==> config.mk <==
export PLATFORM = sky130hd
export DESIGN_NAME = rotary_encoder_event_queue
export DESIGN_NICKNAME = d
export VERILOG_FILES = /design/src/rotenc_pkg.sv /design/src/rotenc_ram.sv /design/src/rotenc_lane.sv /design/src/rotenc_merge.sv /design/src/rotary_encoder_event_queue.sv
export SDC_FILE = /design/constraint.sdc
export NUM_CORES = 1
export LEC_CHECK = 0
export BUFFER_PORTS_ARGS = -buffer_cell sky130_fd_sc_hd__buf_2
export CAP_MARGIN = 10
export CORE_AREA = 2 2 166 135
export CTS_BUF_LIST = sky130_fd_sc_hd__clkbuf_4 sky130_fd_sc_hd__clkbuf_8
export CTS_CLUSTER_SIZE = 24
export DETAILED_ROUTE_END_ITERATION = 10
export DIE_AREA = 0 0 168 137
export PLACE_DENSITY = 0.67
export SYNTH_ARGS = -nofsm -noshare
export SYNTH_HDL_FRONTEND = slang
export SYNTH_SLANG_ARGS = --single-unit
==> constraint.sdc <==
create_clock -name clk -period 2.7 [get_ports clk]
set_input_delay 0.54 -clock clk [delete_from_list [all_inputs] [get_ports clk]]
set_output_delay 0.54 -clock clk [all_outputs]
set_load 0.01 [all_outputs]
==> src/rotenc_pkg.sv <==
// rotenc_pkg: shared types and constants of the rotary encoder event queue
// transaction payload structs, action and register codes, lane control structs
// no dependencies
package rotenc_pkg;

    localparam int NUM_ENCODERS_DEF = 5;
    localparam int QUEUE_DEPTH_DEF  = 16;
    localparam int PIN_LANES        = 5;
    localparam int INDEX_W          = 3;
    localparam int CFG_INDEX_W      = 2;
    localparam int CFG_DATA_W       = 8;

    localparam logic [7:0] LOCKOUT_RESET       = 8'd60;
    localparam logic [2:0] ENCODER_COUNT_RESET = 3'd1;
    localparam logic       DIR_RIGHT           = 1'b1;
    localparam logic       DIR_LEFT            = 1'b0;

    typedef enum logic [1:0] {
        ACT_TICK   = 2'd0,
        ACT_SAMPLE = 2'd1,
        ACT_POP    = 2'd2
    } action_t;

    typedef enum logic [CFG_INDEX_W-1:0] {
        REG_ENCODER_COUNT = 2'd0,
        REG_LOCKOUT_TICKS = 2'd1
    } reg_index_t;

    typedef struct packed {
        action_t              action;
        logic [PIN_LANES-1:0] pins_a;
        logic [PIN_LANES-1:0] pins_b;
        logic [INDEX_W-1:0]   encoder_index;
    } item_t;

    typedef struct packed {
        logic                 event_valid;
        logic                 direction;
        logic [PIN_LANES-1:0] available_mask;
        logic [PIN_LANES-1:0] dropped_mask;
    } result_t;

    typedef struct packed {
        logic push;
        logic pop;
        logic dir;
    } lane_cmd_t;

    typedef struct packed {
        logic not_empty;
        logic dropped;
        logic popped;
    } lane_status_t;

endpackage

==> src/rotenc_ram.sv <==
// rotenc_ram: generic single write port, single read port ram
// registered read data held between reads; no dependencies
module rotenc_ram #(
    parameter int WIDTH = 1,
    parameter int DEPTH = 16
) (
    input  logic                     clk,
    input  logic                     wr_en,
    input  logic [$clog2(DEPTH)-1:0] wr_addr,
    input  logic [WIDTH-1:0]         wr_data,
    input  logic                     rd_en,
    input  logic [$clog2(DEPTH)-1:0] rd_addr,
    output logic [WIDTH-1:0]         rd_data
);

    logic [WIDTH-1:0] mem [DEPTH];

    always_ff @(posedge clk)
    begin
        if (wr_en)
        begin
            mem[wr_addr] <= wr_data;
        end
        if (rd_en)
        begin
            rd_data <= mem[rd_addr];
        end
    end

endmodule

==> src/rotenc_lane.sv <==
// rotenc_lane: one encoder's event fifo with pointers and fill level
// uses rotenc_pkg lane structs and rotenc_ram for the event store
module rotenc_lane #(
    parameter int QUEUE_DEPTH = rotenc_pkg::QUEUE_DEPTH_DEF
) (
    input  logic                    clk,
    input  logic                    rst_n,
    input  rotenc_pkg::lane_cmd_t    cmd,
    output rotenc_pkg::lane_status_t status,
    output logic                    rd_dir
);

    localparam int AddrW = $clog2(QUEUE_DEPTH);
    localparam int FillW = $clog2(QUEUE_DEPTH + 1);

    logic [AddrW-1:0] wr_pos_reg, wr_pos_next;
    logic [AddrW-1:0] rd_pos_reg, rd_pos_next;
    logic [FillW-1:0] fill_reg, fill_next;
    logic             full, empty, do_push, do_pop;

    assign full    = (fill_reg == FillW'(QUEUE_DEPTH));
    assign empty   = (fill_reg == '0);
    assign do_push = cmd.push && !full;
    assign do_pop  = cmd.pop && !empty;

    always_comb
    begin
        wr_pos_next = wr_pos_reg;
        rd_pos_next = rd_pos_reg;
        fill_next   = fill_reg;
        if (do_push)
        begin
            wr_pos_next = (wr_pos_reg == AddrW'(QUEUE_DEPTH - 1)) ? '0 : wr_pos_reg + 1'b1;
            fill_next   = fill_reg + 1'b1;
        end
        if (do_pop)
        begin
            rd_pos_next = (rd_pos_reg == AddrW'(QUEUE_DEPTH - 1)) ? '0 : rd_pos_reg + 1'b1;
            fill_next   = fill_reg - 1'b1;
        end
    end

    always_ff @(posedge clk or negedge rst_n)
    begin
        if (!rst_n)
        begin
            wr_pos_reg <= '0;
            rd_pos_reg <= '0;
            fill_reg   <= '0;
        end
        else
        begin
            wr_pos_reg <= wr_pos_next;
            rd_pos_reg <= rd_pos_next;
            fill_reg   <= fill_next;
        end
    end

    assign status.not_empty = (fill_next != '0);
    assign status.dropped   = cmd.push && full;
    assign status.popped    = do_pop;

    rotenc_ram #(
        .WIDTH (1),
        .DEPTH (QUEUE_DEPTH)
    ) u_store (
        .clk     (clk),
        .wr_en   (do_push),
        .wr_addr (wr_pos_reg),
        .wr_data (cmd.dir),
        .rd_en   (do_pop),
        .rd_addr (rd_pos_reg),
        .rd_data (rd_dir)
    );

endmodule

==> src/rotenc_merge.sv <==
// rotenc_merge: combines lane status into one result and holds the output register
// uses rotenc_pkg result and lane status types
module rotenc_merge #(
    parameter int LANES = rotenc_pkg::PIN_LANES
) (
    input  logic                                clk,
    input  logic                                rst_n,
    input  logic                                accept,
    input  logic [rotenc_pkg::INDEX_W-1:0]      pop_lane,
    input  rotenc_pkg::lane_status_t [LANES-1:0] status,
    input  logic [LANES-1:0]                    rd_dir,
    output logic                                ready,
    output logic                                result_valid,
    input  logic                                result_stall,
    output rotenc_pkg::result_t                 result
);

    localparam int MaskW = rotenc_pkg::PIN_LANES;

    logic                               s1_valid_reg, s1_valid_next;
    logic                               s1_pop_reg;
    logic [rotenc_pkg::INDEX_W-1:0]     s1_lane_reg;
    logic [MaskW-1:0]                   s1_avail_reg, s1_drop_reg;
    logic                               out_valid_reg, out_valid_next;
    rotenc_pkg::result_t                out_reg;
    logic                               out_adv;
    logic [MaskW-1:0]                   avail, drop;
    logic                               popped, sel_dir;

    always_comb
    begin
        avail  = '0;
        drop   = '0;
        popped = 1'b0;
        for (int i = 0; i < LANES; i++)
        begin
            avail[i] = status[i].not_empty;
            drop[i]  = status[i].dropped;
            popped   = popped | status[i].popped;
        end
    end

    always_comb
    begin
        sel_dir = 1'b0;
        for (int i = 0; i < LANES; i++)
        begin
            if (s1_lane_reg == rotenc_pkg::INDEX_W'(i))
            begin
                sel_dir = rd_dir[i];
            end
        end
    end

    assign out_adv        = !out_valid_reg || !result_stall;
    assign ready          = !s1_valid_reg || out_adv;
    assign s1_valid_next  = accept || (s1_valid_reg && !out_adv);
    assign out_valid_next = (s1_valid_reg && out_adv) || (out_valid_reg && result_stall);

    always_ff @(posedge clk or negedge rst_n)
    begin
        if (!rst_n)
        begin
            s1_valid_reg  <= 1'b0;
            out_valid_reg <= 1'b0;
        end
        else
        begin
            s1_valid_reg  <= s1_valid_next;
            out_valid_reg <= out_valid_next;
        end
    end

    always_ff @(posedge clk)
    begin
        if (accept)
        begin
            s1_pop_reg   <= popped;
            s1_lane_reg  <= pop_lane;
            s1_avail_reg <= avail;
            s1_drop_reg  <= drop;
        end
        if (s1_valid_reg && out_adv)
        begin
            out_reg.event_valid    <= s1_pop_reg;
            out_reg.direction      <= s1_pop_reg ? sel_dir : rotenc_pkg::DIR_LEFT;
            out_reg.available_mask <= s1_avail_reg;
            out_reg.dropped_mask   <= s1_drop_reg;
        end
    end

    assign result_valid = out_valid_reg;
    assign result       = out_reg;

endmodule

==> src/rotary_encoder_event_queue.sv <==
// rotary_encoder_event_queue: top level of the rotary encoder event queue
// uses rotenc_pkg, rotenc_lane (with rotenc_ram) and rotenc_merge
//
// usage
// the item channel (item_valid, item_stall, item) carries time ticks, pin
// samples and pop requests; every item gives exactly one result transaction
// on the result channel (result_valid, result_stall, result)
// the cfg channel writes encoder_count (index 0) and lockout_ticks (index 1);
// cfg_ready is always high, other indexes are ignored
// a result passes the stage and result registers; one item is taken every cycle
// while item_stall is low, each lane updating its fifo pointers in the cycle of
// acceptance and the popped entry coming from the lane ram's registered read
// the result register and the stage before it hold two transactions; while
// the receiver stalls and both are full, item_stall is high
// reset empties every queue, sets the lockout counter to 60, the B line history
// to all ones, encoder_count to 1 and lockout_ticks to 60; no clearing pass
module rotary_encoder_event_queue #(
    parameter int NUM_ENCODERS = rotenc_pkg::NUM_ENCODERS_DEF,
    parameter int QUEUE_DEPTH  = rotenc_pkg::QUEUE_DEPTH_DEF
) (
    input  logic                                clk,
    input  logic                                rst_n,
    input  logic                                item_valid,
    output logic                                item_stall,
    input  rotenc_pkg::item_t                   item,
    output logic                                result_valid,
    input  logic                                result_stall,
    output rotenc_pkg::result_t                 result,
    input  logic                                cfg_valid,
    output logic                                cfg_ready,
    input  logic [rotenc_pkg::CFG_INDEX_W-1:0]  cfg_index,
    input  logic [rotenc_pkg::CFG_DATA_W-1:0]   cfg_data
);

    localparam int Lanes = (NUM_ENCODERS < rotenc_pkg::PIN_LANES) ?
                           NUM_ENCODERS : rotenc_pkg::PIN_LANES;
    localparam int PinW  = rotenc_pkg::PIN_LANES;

    logic [2:0]      encoder_count_reg, encoder_count_next;
    logic [7:0]      lockout_ticks_reg, lockout_ticks_next;
    logic [7:0]      lockout_reg, lockout_next;
    logic [PinW-1:0] prev_b_reg, prev_b_next;
    logic [PinW-1:0] falls;
    logic [Lanes-1:0] edge_req;
    logic            accept, ready, is_sample, is_pop, hit;

    rotenc_pkg::lane_cmd_t    [Lanes-1:0] lane_cmd;
    rotenc_pkg::lane_status_t [Lanes-1:0] lane_status;
    logic                     [Lanes-1:0] lane_dir;

    assign cfg_ready  = 1'b1;
    assign item_stall = !ready;
    assign accept     = item_valid && ready;
    assign is_sample  = (item.action == rotenc_pkg::ACT_SAMPLE);
    assign is_pop     = (item.action == rotenc_pkg::ACT_POP);
    assign falls      = prev_b_reg & ~item.pins_b;

    always_comb
    begin
        encoder_count_next = encoder_count_reg;
        lockout_ticks_next = lockout_ticks_reg;
        if (cfg_valid)
        begin
            unique case (cfg_index)
                rotenc_pkg::REG_ENCODER_COUNT: encoder_count_next = cfg_data[2:0];
                rotenc_pkg::REG_LOCKOUT_TICKS: lockout_ticks_next = cfg_data[7:0];
                default: ;
            endcase
        end
    end

    genvar i;
    generate
        for (i = 0; i < Lanes; i++)
        begin : g_lane
            assign edge_req[i] = accept && is_sample && (lockout_reg == '0) && falls[i] &&
                                 (encoder_count_reg > 3'(i));
            assign lane_cmd[i].push = edge_req[i];
            assign lane_cmd[i].dir  = item.pins_a[i] ? rotenc_pkg::DIR_RIGHT :
                                                       rotenc_pkg::DIR_LEFT;
            assign lane_cmd[i].pop  = accept && is_pop &&
                                      (item.encoder_index == rotenc_pkg::INDEX_W'(i)) &&
                                      (encoder_count_reg > 3'(i));

            rotenc_lane #(
                .QUEUE_DEPTH (QUEUE_DEPTH)
            ) u_lane (
                .clk    (clk),
                .rst_n  (rst_n),
                .cmd    (lane_cmd[i]),
                .status (lane_status[i]),
                .rd_dir (lane_dir[i])
            );
        end
    endgenerate

    assign hit = |edge_req;

    always_comb
    begin
        lockout_next = lockout_reg;
        prev_b_next  = prev_b_reg;
        if (accept)
        begin
            case (item.action)
                rotenc_pkg::ACT_TICK:
                begin
                    if (lockout_reg != '0)
                    begin
                        lockout_next = lockout_reg - 1'b1;
                    end
                end
                rotenc_pkg::ACT_SAMPLE:
                begin
                    if (hit)
                    begin
                        lockout_next = lockout_ticks_reg;
                    end
                    prev_b_next = item.pins_b;
                end
                default: ;
            endcase
        end
    end

    always_ff @(posedge clk or negedge rst_n)
    begin
        if (!rst_n)
        begin
            encoder_count_reg <= rotenc_pkg::ENCODER_COUNT_RESET;
            lockout_ticks_reg <= rotenc_pkg::LOCKOUT_RESET;
            lockout_reg       <= rotenc_pkg::LOCKOUT_RESET;
            prev_b_reg        <= '1;
        end
        else
        begin
            encoder_count_reg <= encoder_count_next;
            lockout_ticks_reg <= lockout_ticks_next;
            lockout_reg       <= lockout_next;
            prev_b_reg        <= prev_b_next;
        end
    end

    rotenc_merge #(
        .LANES (Lanes)
    ) u_merge (
        .clk          (clk),
        .rst_n        (rst_n),
        .accept       (accept),
        .pop_lane     (item.encoder_index),
        .status       (lane_status),
        .rd_dir       (lane_dir),
        .ready        (ready),
        .result_valid (result_valid),
        .result_stall (result_stall),
        .result       (result)
    );

endmodule

== Word level (Yosys, flattened, before mapping) ==
Memories as Yosys holds them, arrays and structs flattened. A register that Yosys moved wholly into a read port is not among the register bits.
Index checks and enable logic that the tools add are counted.

* Add/subtract/negate cells: 21
* Bitwise operators: 6
* Equality and inequality tests: 28
* Muxes and demuxes: 43
* $lt $le $gt $ge: 5
* Reduce and logical (&&, ||, !) cells: 83

{| class="wikitable"
|+ Operators with widths
! cell !! count
|-
| 5-bit two-way mux || 10
|-
| 1-bit logical AND || 42
|-
| 4-bit by 1-bit adder with 4-bit output, second input constant || 10
|-
| 4-bit == test, second input constant || 10
|-
| 4-bit two-way mux || 10
|-
| 5-bit by 1-bit adder with 5-bit output, second input constant || 5
|-
| 5-bit == test, second input constant || 5
|-
| 5-bit zero test || 5
|-
| 5-bit nonzero test || 5
|-
| 5-bit by 1-bit subtractor with 5-bit output, second input constant || 5
|-
| 1-bit two-way mux || 20
|-
| 8-bit two-way mux || 2
|-
| 8-bit case mux with 2 select lines || 1
|-
| 1-bit zero test || 15
|-
| 3-bit by 2-bit == test with 1-bit output, second input constant || 4
|-
| 8-bit zero test || 1
|-
| 8-bit nonzero test || 1
|-
| 8-bit by 1-bit subtractor with 8-bit output, second input constant || 1
|-
| 3-bit by 1-bit == test with 1-bit output, second input constant || 2
|-
| 3-bit == test, second input constant || 2
|-
| 3-bit by 1-bit > comparator with 1-bit output, second input constant || 2
|-
| 3-bit by 2-bit > comparator with 1-bit output, second input constant || 2
|-
| 3-bit zero test || 2
|-
| 2-bit AND reduction || 3
|-
| other kinds (13) || 21
|}

* Output and inout port bits: 15
* Memory bits (writable): 80
* Bits in registers: 117
* Memories kept: 5

{| class="wikitable"
|+ Memory list
! name !! words !! width !! rd ports !! clocked after Yosys merged registers in !! wr ports !! line !! RTL
|-
| g_lane[0].u_lane.u_store.mem || 16 || 1 || 1 || 1 || 1 || rotenc_ram.sv:16 || <nowiki>logic [WIDTH-1:0] mem [DEPTH];</nowiki>
|-
| g_lane[1].u_lane.u_store.mem || 16 || 1 || 1 || 1 || 1 || rotenc_ram.sv:16 ||
|-
| g_lane[2].u_lane.u_store.mem || 16 || 1 || 1 || 1 || 1 || rotenc_ram.sv:16 ||
|-
| g_lane[3].u_lane.u_store.mem || 16 || 1 || 1 || 1 || 1 || rotenc_ram.sv:16 ||
|-
| g_lane[4].u_lane.u_store.mem || 16 || 1 || 1 || 1 || 1 || rotenc_ram.sv:16 ||
|}

== Depth between registers and ports, before layout ==
Gate-level depths: netlist (run 1).

* Word-level depth: 12
* Mapped depth: 10
* Depth with buffers taken out: 8

== Modules after synthesis ==
Synthesis (run 1) repeated with hierarchy kept, for this count alone.

* Cells, all modules: 799
* Area total of the unflattened synthesis: 9,885.7 µm²

{| class="wikitable"
|+ By module, submodules not included
! module !! cells an instance !! seq. area each (µm²) !! area each (µm²) !! times used
|-
| rotenc_lane || 77 || 325.3 || 760.7 || 5
|-
| rotenc_ram || 47 || 510.5 || 755.7 || 5
|-
| rotary_encoder_event_queue || 136 || 618.1 || 1,381.3 || 1
|-
| rotenc_merge || 43 || 830.8 || 922.1 || 1
|}

== Worst setup path before layout (run 1) ==
OpenSTA, ideal clock, no wires.

* Path type: register to register
* Start point: register lockout_reg[0]
* End point: register u_merge.s1_avail_reg[3], data pin
* Period minus slack after synthesis: 2.529 ns
* Buffers on the path: 1
* Arrival time: 2.257 ns
* Path slack: 0.171 ns
* Stages on the path, launching flop included: 10
* Data required time: 2.428 ns
* Cells stage by stage: dfrtp_1 inv_1 ha_1 nor3b_2 and4_4 and3_2 clkbuf_1 a22oi_1 xnor2_1 or4_1

{| class="wikitable"
|+ RTL lines
! item !! line !! RTL
|-
| from (decl) || rotary_encoder_event_queue.sv:41 || <nowiki>logic [7:0] lockout_reg, lockout_next;</nowiki>
|-
| from (signal assigned) || rotary_encoder_event_queue.sv:132 || <nowiki>lockout_reg <= rotenc_pkg::LOCKOUT_RESET;</nowiki>
|-
| from (signal assigned) || rotary_encoder_event_queue.sv:139 || <nowiki>lockout_reg <= lockout_next;</nowiki>
|-
| to (signal assigned) || rotenc_merge.sv:80 || <nowiki>s1_avail_reg <= avail;</nowiki>
|-
| to (decl) || rotenc_merge.sv:23 || <nowiki>logic [MaskW-1:0] s1_avail_reg, s1_drop_reg;</nowiki>
|}

==> results of run 1 <==
synth_stat cells, drive strengths merged, types with 8 or more instances:
library cell / count
edfxtp: 111
clkbuf: 19
o21ai: 45
mux2: 21
nor3: 33
mux4: 26
nand2: 55
a21oi: 23
and4: 12
dfstp: 14
nand3: 29
nand4: 14
dfrtp: 77
inv: 32
nor2: 40
ha: 42
nor3b: 8
nand2b: 8
and3: 19
and2: 55
xnor2: 25
buf: 13
worst max-delay path, delay by kind of cell (launching register included):
family / cells / cell delay, ns
AND/OR/NAND/NOR: 4 / 1.48
buffers and inverters: 1 / 0.08
XOR/XNOR: 1 / 0.14
adder cells (fa/ha/maj): 1 / 0.17
flip-flops: 1 / 0.37
AO/OA/AOI/OAI: 1 / 0.10
power by group:
group | internal, mW | switching (mW)
clock network | 1.60 | 1.22
logic | 0.921 | 1.06
registers | 3.66 | 0.447
total | 6.18 | 2.72
layer usage:
layer	GRT usage [%]	up-vias	wire length, um
li1	-	3229	-
met2	27.1	143	8670
met5	0	-	0
met4	6.81	0	492
met1	26.9	3226	9910
met3	3.35	35	1000
cell type report:
type | count | area share [%]
sequential | 202 | 48.5
multi-input combinational | 550 | 36.7
clock buffer | 48 | 5.04
timing repair buffer | 85 | 4.72
tap | 275 | 2.96
inverter | 32 | 1.03
clock inverter | 13 | 1.01
cells by family after synthesis:
kind of cell / after synthesis
multiplexers: 53
other: 1
adder cells (fa/ha/maj): 42
XOR/XNOR: 27
AO/OA/AOI/OAI: 119
AND/OR/NAND/NOR: 308
buffers and inverters: 64
flip-flops: 202
worst min-delay path by stage:
stage | startpoint | end | slack [ns]
final | cfg_data[3] | lockout_ticks_reg[3] | 0.26
after floorplan | rst_n | encoder_count_reg[1] | 0.24
after detailed placement | u_merge.s1_avail_reg[0] | u_merge.result[5] | 0.41
after CTS | cfg_data[4] | lockout_ticks_reg[4] | 0.23
after global placement | u_merge.s1_drop_reg[1] | u_merge.result[1] | 0.40
after global routing | cfg_data[6] | lockout_ticks_reg[6] | 0.24
stage by stage:
step / power [mW] / hold WS, ns / cells / area, um^2 / utilization, %
after floorplan: 5.45 / 0.244 / 816 / 10100 / -
after global placement: 6.07 / 0.402 / 1143 / 10900 / 50.9
after detailed placement: 6.09 / 0.406 / 1143 / 10900 / 50.9
after CTS: 8.96 / 0.227 / 1205 / 11600 / 54.3
after global routing: 9.49 / 0.241 / 1205 / 11600 / 54.5
final: 8.91 / 0.256 / 1205 / 11600 / 54.5
timing repair:
item,CTS,global route
gates resized for setup,0,6
endpoints found under the setup margin,0,12
hold endpoints to repair,2,0
hold buffers,1,0
==> impl_metrics.toml, run 1 <==
[sta]
hold_viol_final = 0
finClkSkew_ns = 0.0151
maxSlewViolCount = 0
slew_headroom_pct = 59.5
rsz0062_at_grt = "yes"
fmax_mhz = 385
finalSetupViolations = 0
min_period_ns = 2.60
final.setup.worst_slack_ns = 0.102
worst_slew_pin_slew_ns = 0.606
tns_ns = 0
fin_crit_sh_pct = 96.2

[route]
drtIter0Drc = 487
drc = 0
vias = 6633
routed_wirelength_um = 20100
dr.pass1.iters = 5
detail-route-antenna-nets = 0
viasPerCell = 5.50
routedWlPerCell_um = 16.7

[logic_synthesis]
synthCells = 816
yosysWarnings = 0
synth_top_area_cell = "edfxtp_1"
synth_area_mm2 = 0.0101
ys_async_sr_fraction_pct = 45.0
synth_fp_nets = 888
yosysTopAreaCellShare_pct = 32.9
ys_ff_latch = 202
synth_cell_type_count = 83
synth_fa_ha_area_share_pct = 5.19
synth_xor_area_share_pct = 2.34
synth_area_leaders = "edfxtp_1, dfrtp_1, mux4_2"
synth_flop_cell = "edfxtp_1"
avgSynthCellArea_um2 = 12.4
seq_area_frac_synth_pct = 55.6
synth-edff-count = 111
synth-simple-area-share_pct = 17.8
synth_top_family_by_area = "simple AND/OR/NAND/NOR gates"
synth.area.mux_share_pct = 8.71
synth-compound-area-share_pct = 7.55

[placed_design]
dp_worst_setup_slack_ns = -0.0353
port_buffers = 43
gp_congestion = 0.846
hpwl_um = 14300

[final_layout]
final_nets = 977
largest_reg_flops = 80
drive_above_1_share_pct = 25.3
areaGrowthSynthToFinish_pct = 14.6
diodes = 0
multiInputGateArea_mm2 = 0.00427
layout_commonest_cell = "edfxtp_1"
final_cell_mix = "edfxtp_1, dfrtp_1, nand2_1"
fillers = 1785
regArea_mm2 = 0.00563

[worst_setup_path]
cpMaxStageDelayCell = "or4_1"
critical_path_class = "reg2reg"
setup.worst_path.start = "lockout_reg[1]"
critPathMaxFanout = 13
slowest_delay_ns = 0.51
ff2ff_path_depth = 8
worstPathRequired_ns = 2.97
cp_cell_sequence = "inv_1 > ha_1 > nor3b_4 > and4_4 > and3_1 > a22oi_1 > xnor2_1 > or4_1"
reg2reg_slack_ns = 0.10
end_kind = "flip-flop"
endpoint = "u_merge.s1_avail_reg[1]"
startpoint_type = "flip-flop"
crit_arrival_ns = 2.87
worstReg2RegEnd = "u_merge.s1_avail_reg[1]"
r2r_start = "lockout_reg[1]"

[cts]
cts_setup_buffers = 0
clk_transition_reported_paths_ns = 0.06
cts.path.max_buffers = 3
clock_sinks = 202
cts_buffers = 34
insertion_delay_ns = 0.53
clockRootBuffer = "clkbuf_8"
cts_tree = "done"
htreeDepth = 2

[floorplanning]
die_width_um = 168
design.die.area_mm2 = 0.0230
ios = 45
initial_core_util_pct = 47.5
rows = 48
die_h_um = 137
core_area_mm2 = 0.0213

[global_route]
track_usage_pct = 18.3
grt_pass1_wl_um = 33400
grt_overflow = 0
first_global_vias = 6516
grt_antenna_before_repair = 0
grt_max_degree = 54

[pwr]
power.leakage_nw = 4.58
peakVddDrop_v = 0.000403
powerDensity_mw_per_mm2 = 767

[outcome]
status = "complete, no violations"

[hold_path]
min_path_type = "in2reg"
hold_depth = 2

[flow_run]
maxCapViolCount = 0
Power figures use the tool's default switching activity.
==> run 2: changes to the inputs <==
--- a/config.mk
+++ b/config.mk
@@ -7,12 +7,12 @@
 export LEC_CHECK = 0
 export BUFFER_PORTS_ARGS = -buffer_cell sky130_fd_sc_hd__buf_2
 export CAP_MARGIN = 10
-export CORE_AREA = 2 2 166 135
+export CORE_AREA = 2 2 151 124
 export CTS_BUF_LIST = sky130_fd_sc_hd__clkbuf_4 sky130_fd_sc_hd__clkbuf_8
 export CTS_CLUSTER_SIZE = 24
 export DETAILED_ROUTE_END_ITERATION = 10
-export DIE_AREA = 0 0 168 137
-export PLACE_DENSITY = 0.67
+export DIE_AREA = 0 0 153 126
+export PLACE_DENSITY = 0.78
 export SYNTH_ARGS = -nofsm -noshare
 export SYNTH_HDL_FRONTEND = slang
 export SYNTH_SLANG_ARGS = --single-unit
==> run 2 against run 1 <==
Effect of this change: sequential power about the same; utilization up 11 points; clock-buffer cell count decreased by 1; sequential cell count did not move; combinational power rose by 5%; maximum frequency down 1.0%; first-iteration DRC count down 6.6%; die area decreased by 16%; global-route usage increased by 3.5 points; sequential share of layout area grew 0.21 points; final area fell by 0.43%; register-to-register slack got worse by 0.03 ns; largest power group unchanged.
==> impl_metrics.toml, run 2 (synthesized netlist as in run 1, its figures left out) <==
[worst_setup_path]
ff2ff_path_depth = 9
critPathMaxFanout = 7
startpoint_type = "flip-flop"
crit_arrival_ns = 2.91
reg2reg_slack_ns = 0.07
critical_path_class = "reg2reg"
r2r_start = "lockout_reg[1]"
worstReg2RegEnd = "u_merge.s1_avail_reg[3]"
end_kind = "flip-flop"
worstPathRequired_ns = 2.98

[cts]
clock_sinks = 202
htreeDepth = 1
clk_transition_reported_paths_ns = 0.07
clockRootBuffer = "clkbuf_8"
cts.path.max_buffers = 3
insertion_delay_ns = 0.57
cts_tree = "done"
cts_buffers = 31

[route]
drc = 0
detail-route-antenna-nets = 0
routedWlPerCell_um = 17.8
vias = 6851
routed_wirelength_um = 20600
drtIter0Drc = 455
dr.pass1.iters = 5
viasPerCell = 5.93

[hold_path]
min_path_type = "in2reg"
min-delay-start = "cfg_data[5]"
worst_hold_path.endpoint = "lockout_ticks_reg[5]"
hold_depth = 2

[sta]
min_period_ns = 2.63
worst_slew_pin_slew_ns = 0.614
maxSlewViolCount = 0
finalSetupViolations = 0
fmax_mhz = 381
slew_headroom_pct = 59.0
hold-worst-slack_ns = 0.198
final.setup.worst_slack_ns = 0.0748
finClkSkew_ns = 0.0298
fin_crit_sh_pct = 97.2
rsz0062_at_grt = "yes"
hold_viol_final = 0

[global_route]
track_usage_pct = 21.8
top_usage_layer = "met2"
grt_pass1_wl_um = 34300
grt_max_degree = 52
grt_overflow = 0
grt_antenna_before_repair = 2
met3_usage_pct = 3.99
grtUsageMet1_pct = 31.0
grt_util_met2_pct = 34.8
first_global_vias = 6746

[outcome]
status = "complete, no violations"

[placed_design]
dpl.cell_count = 1093
port_buffers = 43
hpwl_um = 14300
dp_worst_setup_slack_ns = -0.0425
gp_congestion = 0.874

[final_layout]
drive_above_1_share_pct = 25.6
final_cell_mix = "edfxtp_1, dfrtp_1, nand2_1"
areaGrowthSynthToFinish_pct = 14.1
largest_reg_flops = 80
fin_cells = 1156
layout_commonest_cell = "edfxtp_1"
fillers = 1311
final_nets = 972

[floorplanning]
initial_core_util_pct = 57.0
core_area_mm2 = 0.0178
ios = 45
design.die.area_mm2 = 0.0193
rows = 44
die_width_um = 153
die_h_um = 126

[flow_run]
maxCapViolCount = 0

[pwr]
finalPower_mw = 8.95
peakVddDrop_v = 0.000499
power.leakage_nw = 4.56
powerDensity_mw_per_mm2 = 774
run 2: cell types whose count changed in the layout (fill, tap and decap cells not counted), sizes merged:
cell | before | now
buf | 84 | 81
diode | 0 | 2
and4 | 12 | 13
clkbuf | 48 | 47
clkinv | 8 | 7
clkinvlp | 2 | 1
inv | 33 | 32
run 2: final cells by class:
class                      instances  area (um^2)  area share (%)
sequential                       202         5630            48.7
multi-input combinational        551         4300            37.2
clock buffer                      47          591            5.11
timing repair buffer              82          529            4.58
tap                              230          288            2.49
inverter                          32          120            1.04
clock inverter                    10          100           0.866
antenna                            2         5.00          0.0433
run 2: power breakdown:
part	leakage (nW)	total (mW)	internal, mW	switching [mW]
combinational	2.06	2.07	0.946	1.12
clock	0.366	2.76	1.58	1.18
sequential	2.13	4.12	3.66	0.454
run 2: worst max path at each step:
stage                                 start  depth (start not counted)                       to  slack, ns
2_1_floorplan                lockout_reg[0]                          9  u_merge.s1_avail_reg[3]       0.17
3_3_place_gp                       item[13]                          7  u_merge.s1_avail_reg[3]       0.03
3_5_place_dp                       item[13]                          7  u_merge.s1_avail_reg[3]      -0.04
4_1_cts        g_lane[1].u_lane.fill_reg[0]                          8  u_merge.s1_avail_reg[1]       0.01
5_1_grt        g_lane[2].u_lane.fill_reg[1]                          9  u_merge.s1_avail_reg[2]      -0.03
6_report                     lockout_reg[1]                          9  u_merge.s1_avail_reg[3]       0.07
run 2: critical path, cell delays in order (launching register included):
cell,delay (ns)
dfrtp_1,0.39
inv_2,0.09
ha_4,0.13
nor3b_4,0.28
buf_6,0.15
and4_4,0.30
and3_4,0.21
a22oi_1,0.07
xnor2_1,0.18
or4_1,0.53
run 2: metrics by stage:
stage	setup TNS (ns)	util [%]	instance area, um^2
finish	0	65.0	11600
global route	-0.0273	65.0	11600
CTS	0	64.5	11500
detailed placement	-0.0425	60.5	10800
global placement	0	60.5	10800
floorplan	0	-	10100
run 2: metal layers:
layer | routed length, um | up-vias
li1 | - | 3217
met1 | 9080 | 3367
met2 | 9770 | 226
met3 | 1260 | 41
met4 | 477 | 0
met5 | 0 | -
run 2: timing repair:
| action | in CTS | in global routing |
|---|---|---|
| hold buffers | 1 | 0 |
| gates cloned | 0 | 1 |
| resized for setup | 1 | 14 |
| pin swaps | 0 | 5 |
| hold endpoints to repair | 39 | 0 |
| setup buffers | 0 | 2 |
| endpoints found under the setup margin | 1 | 16 |
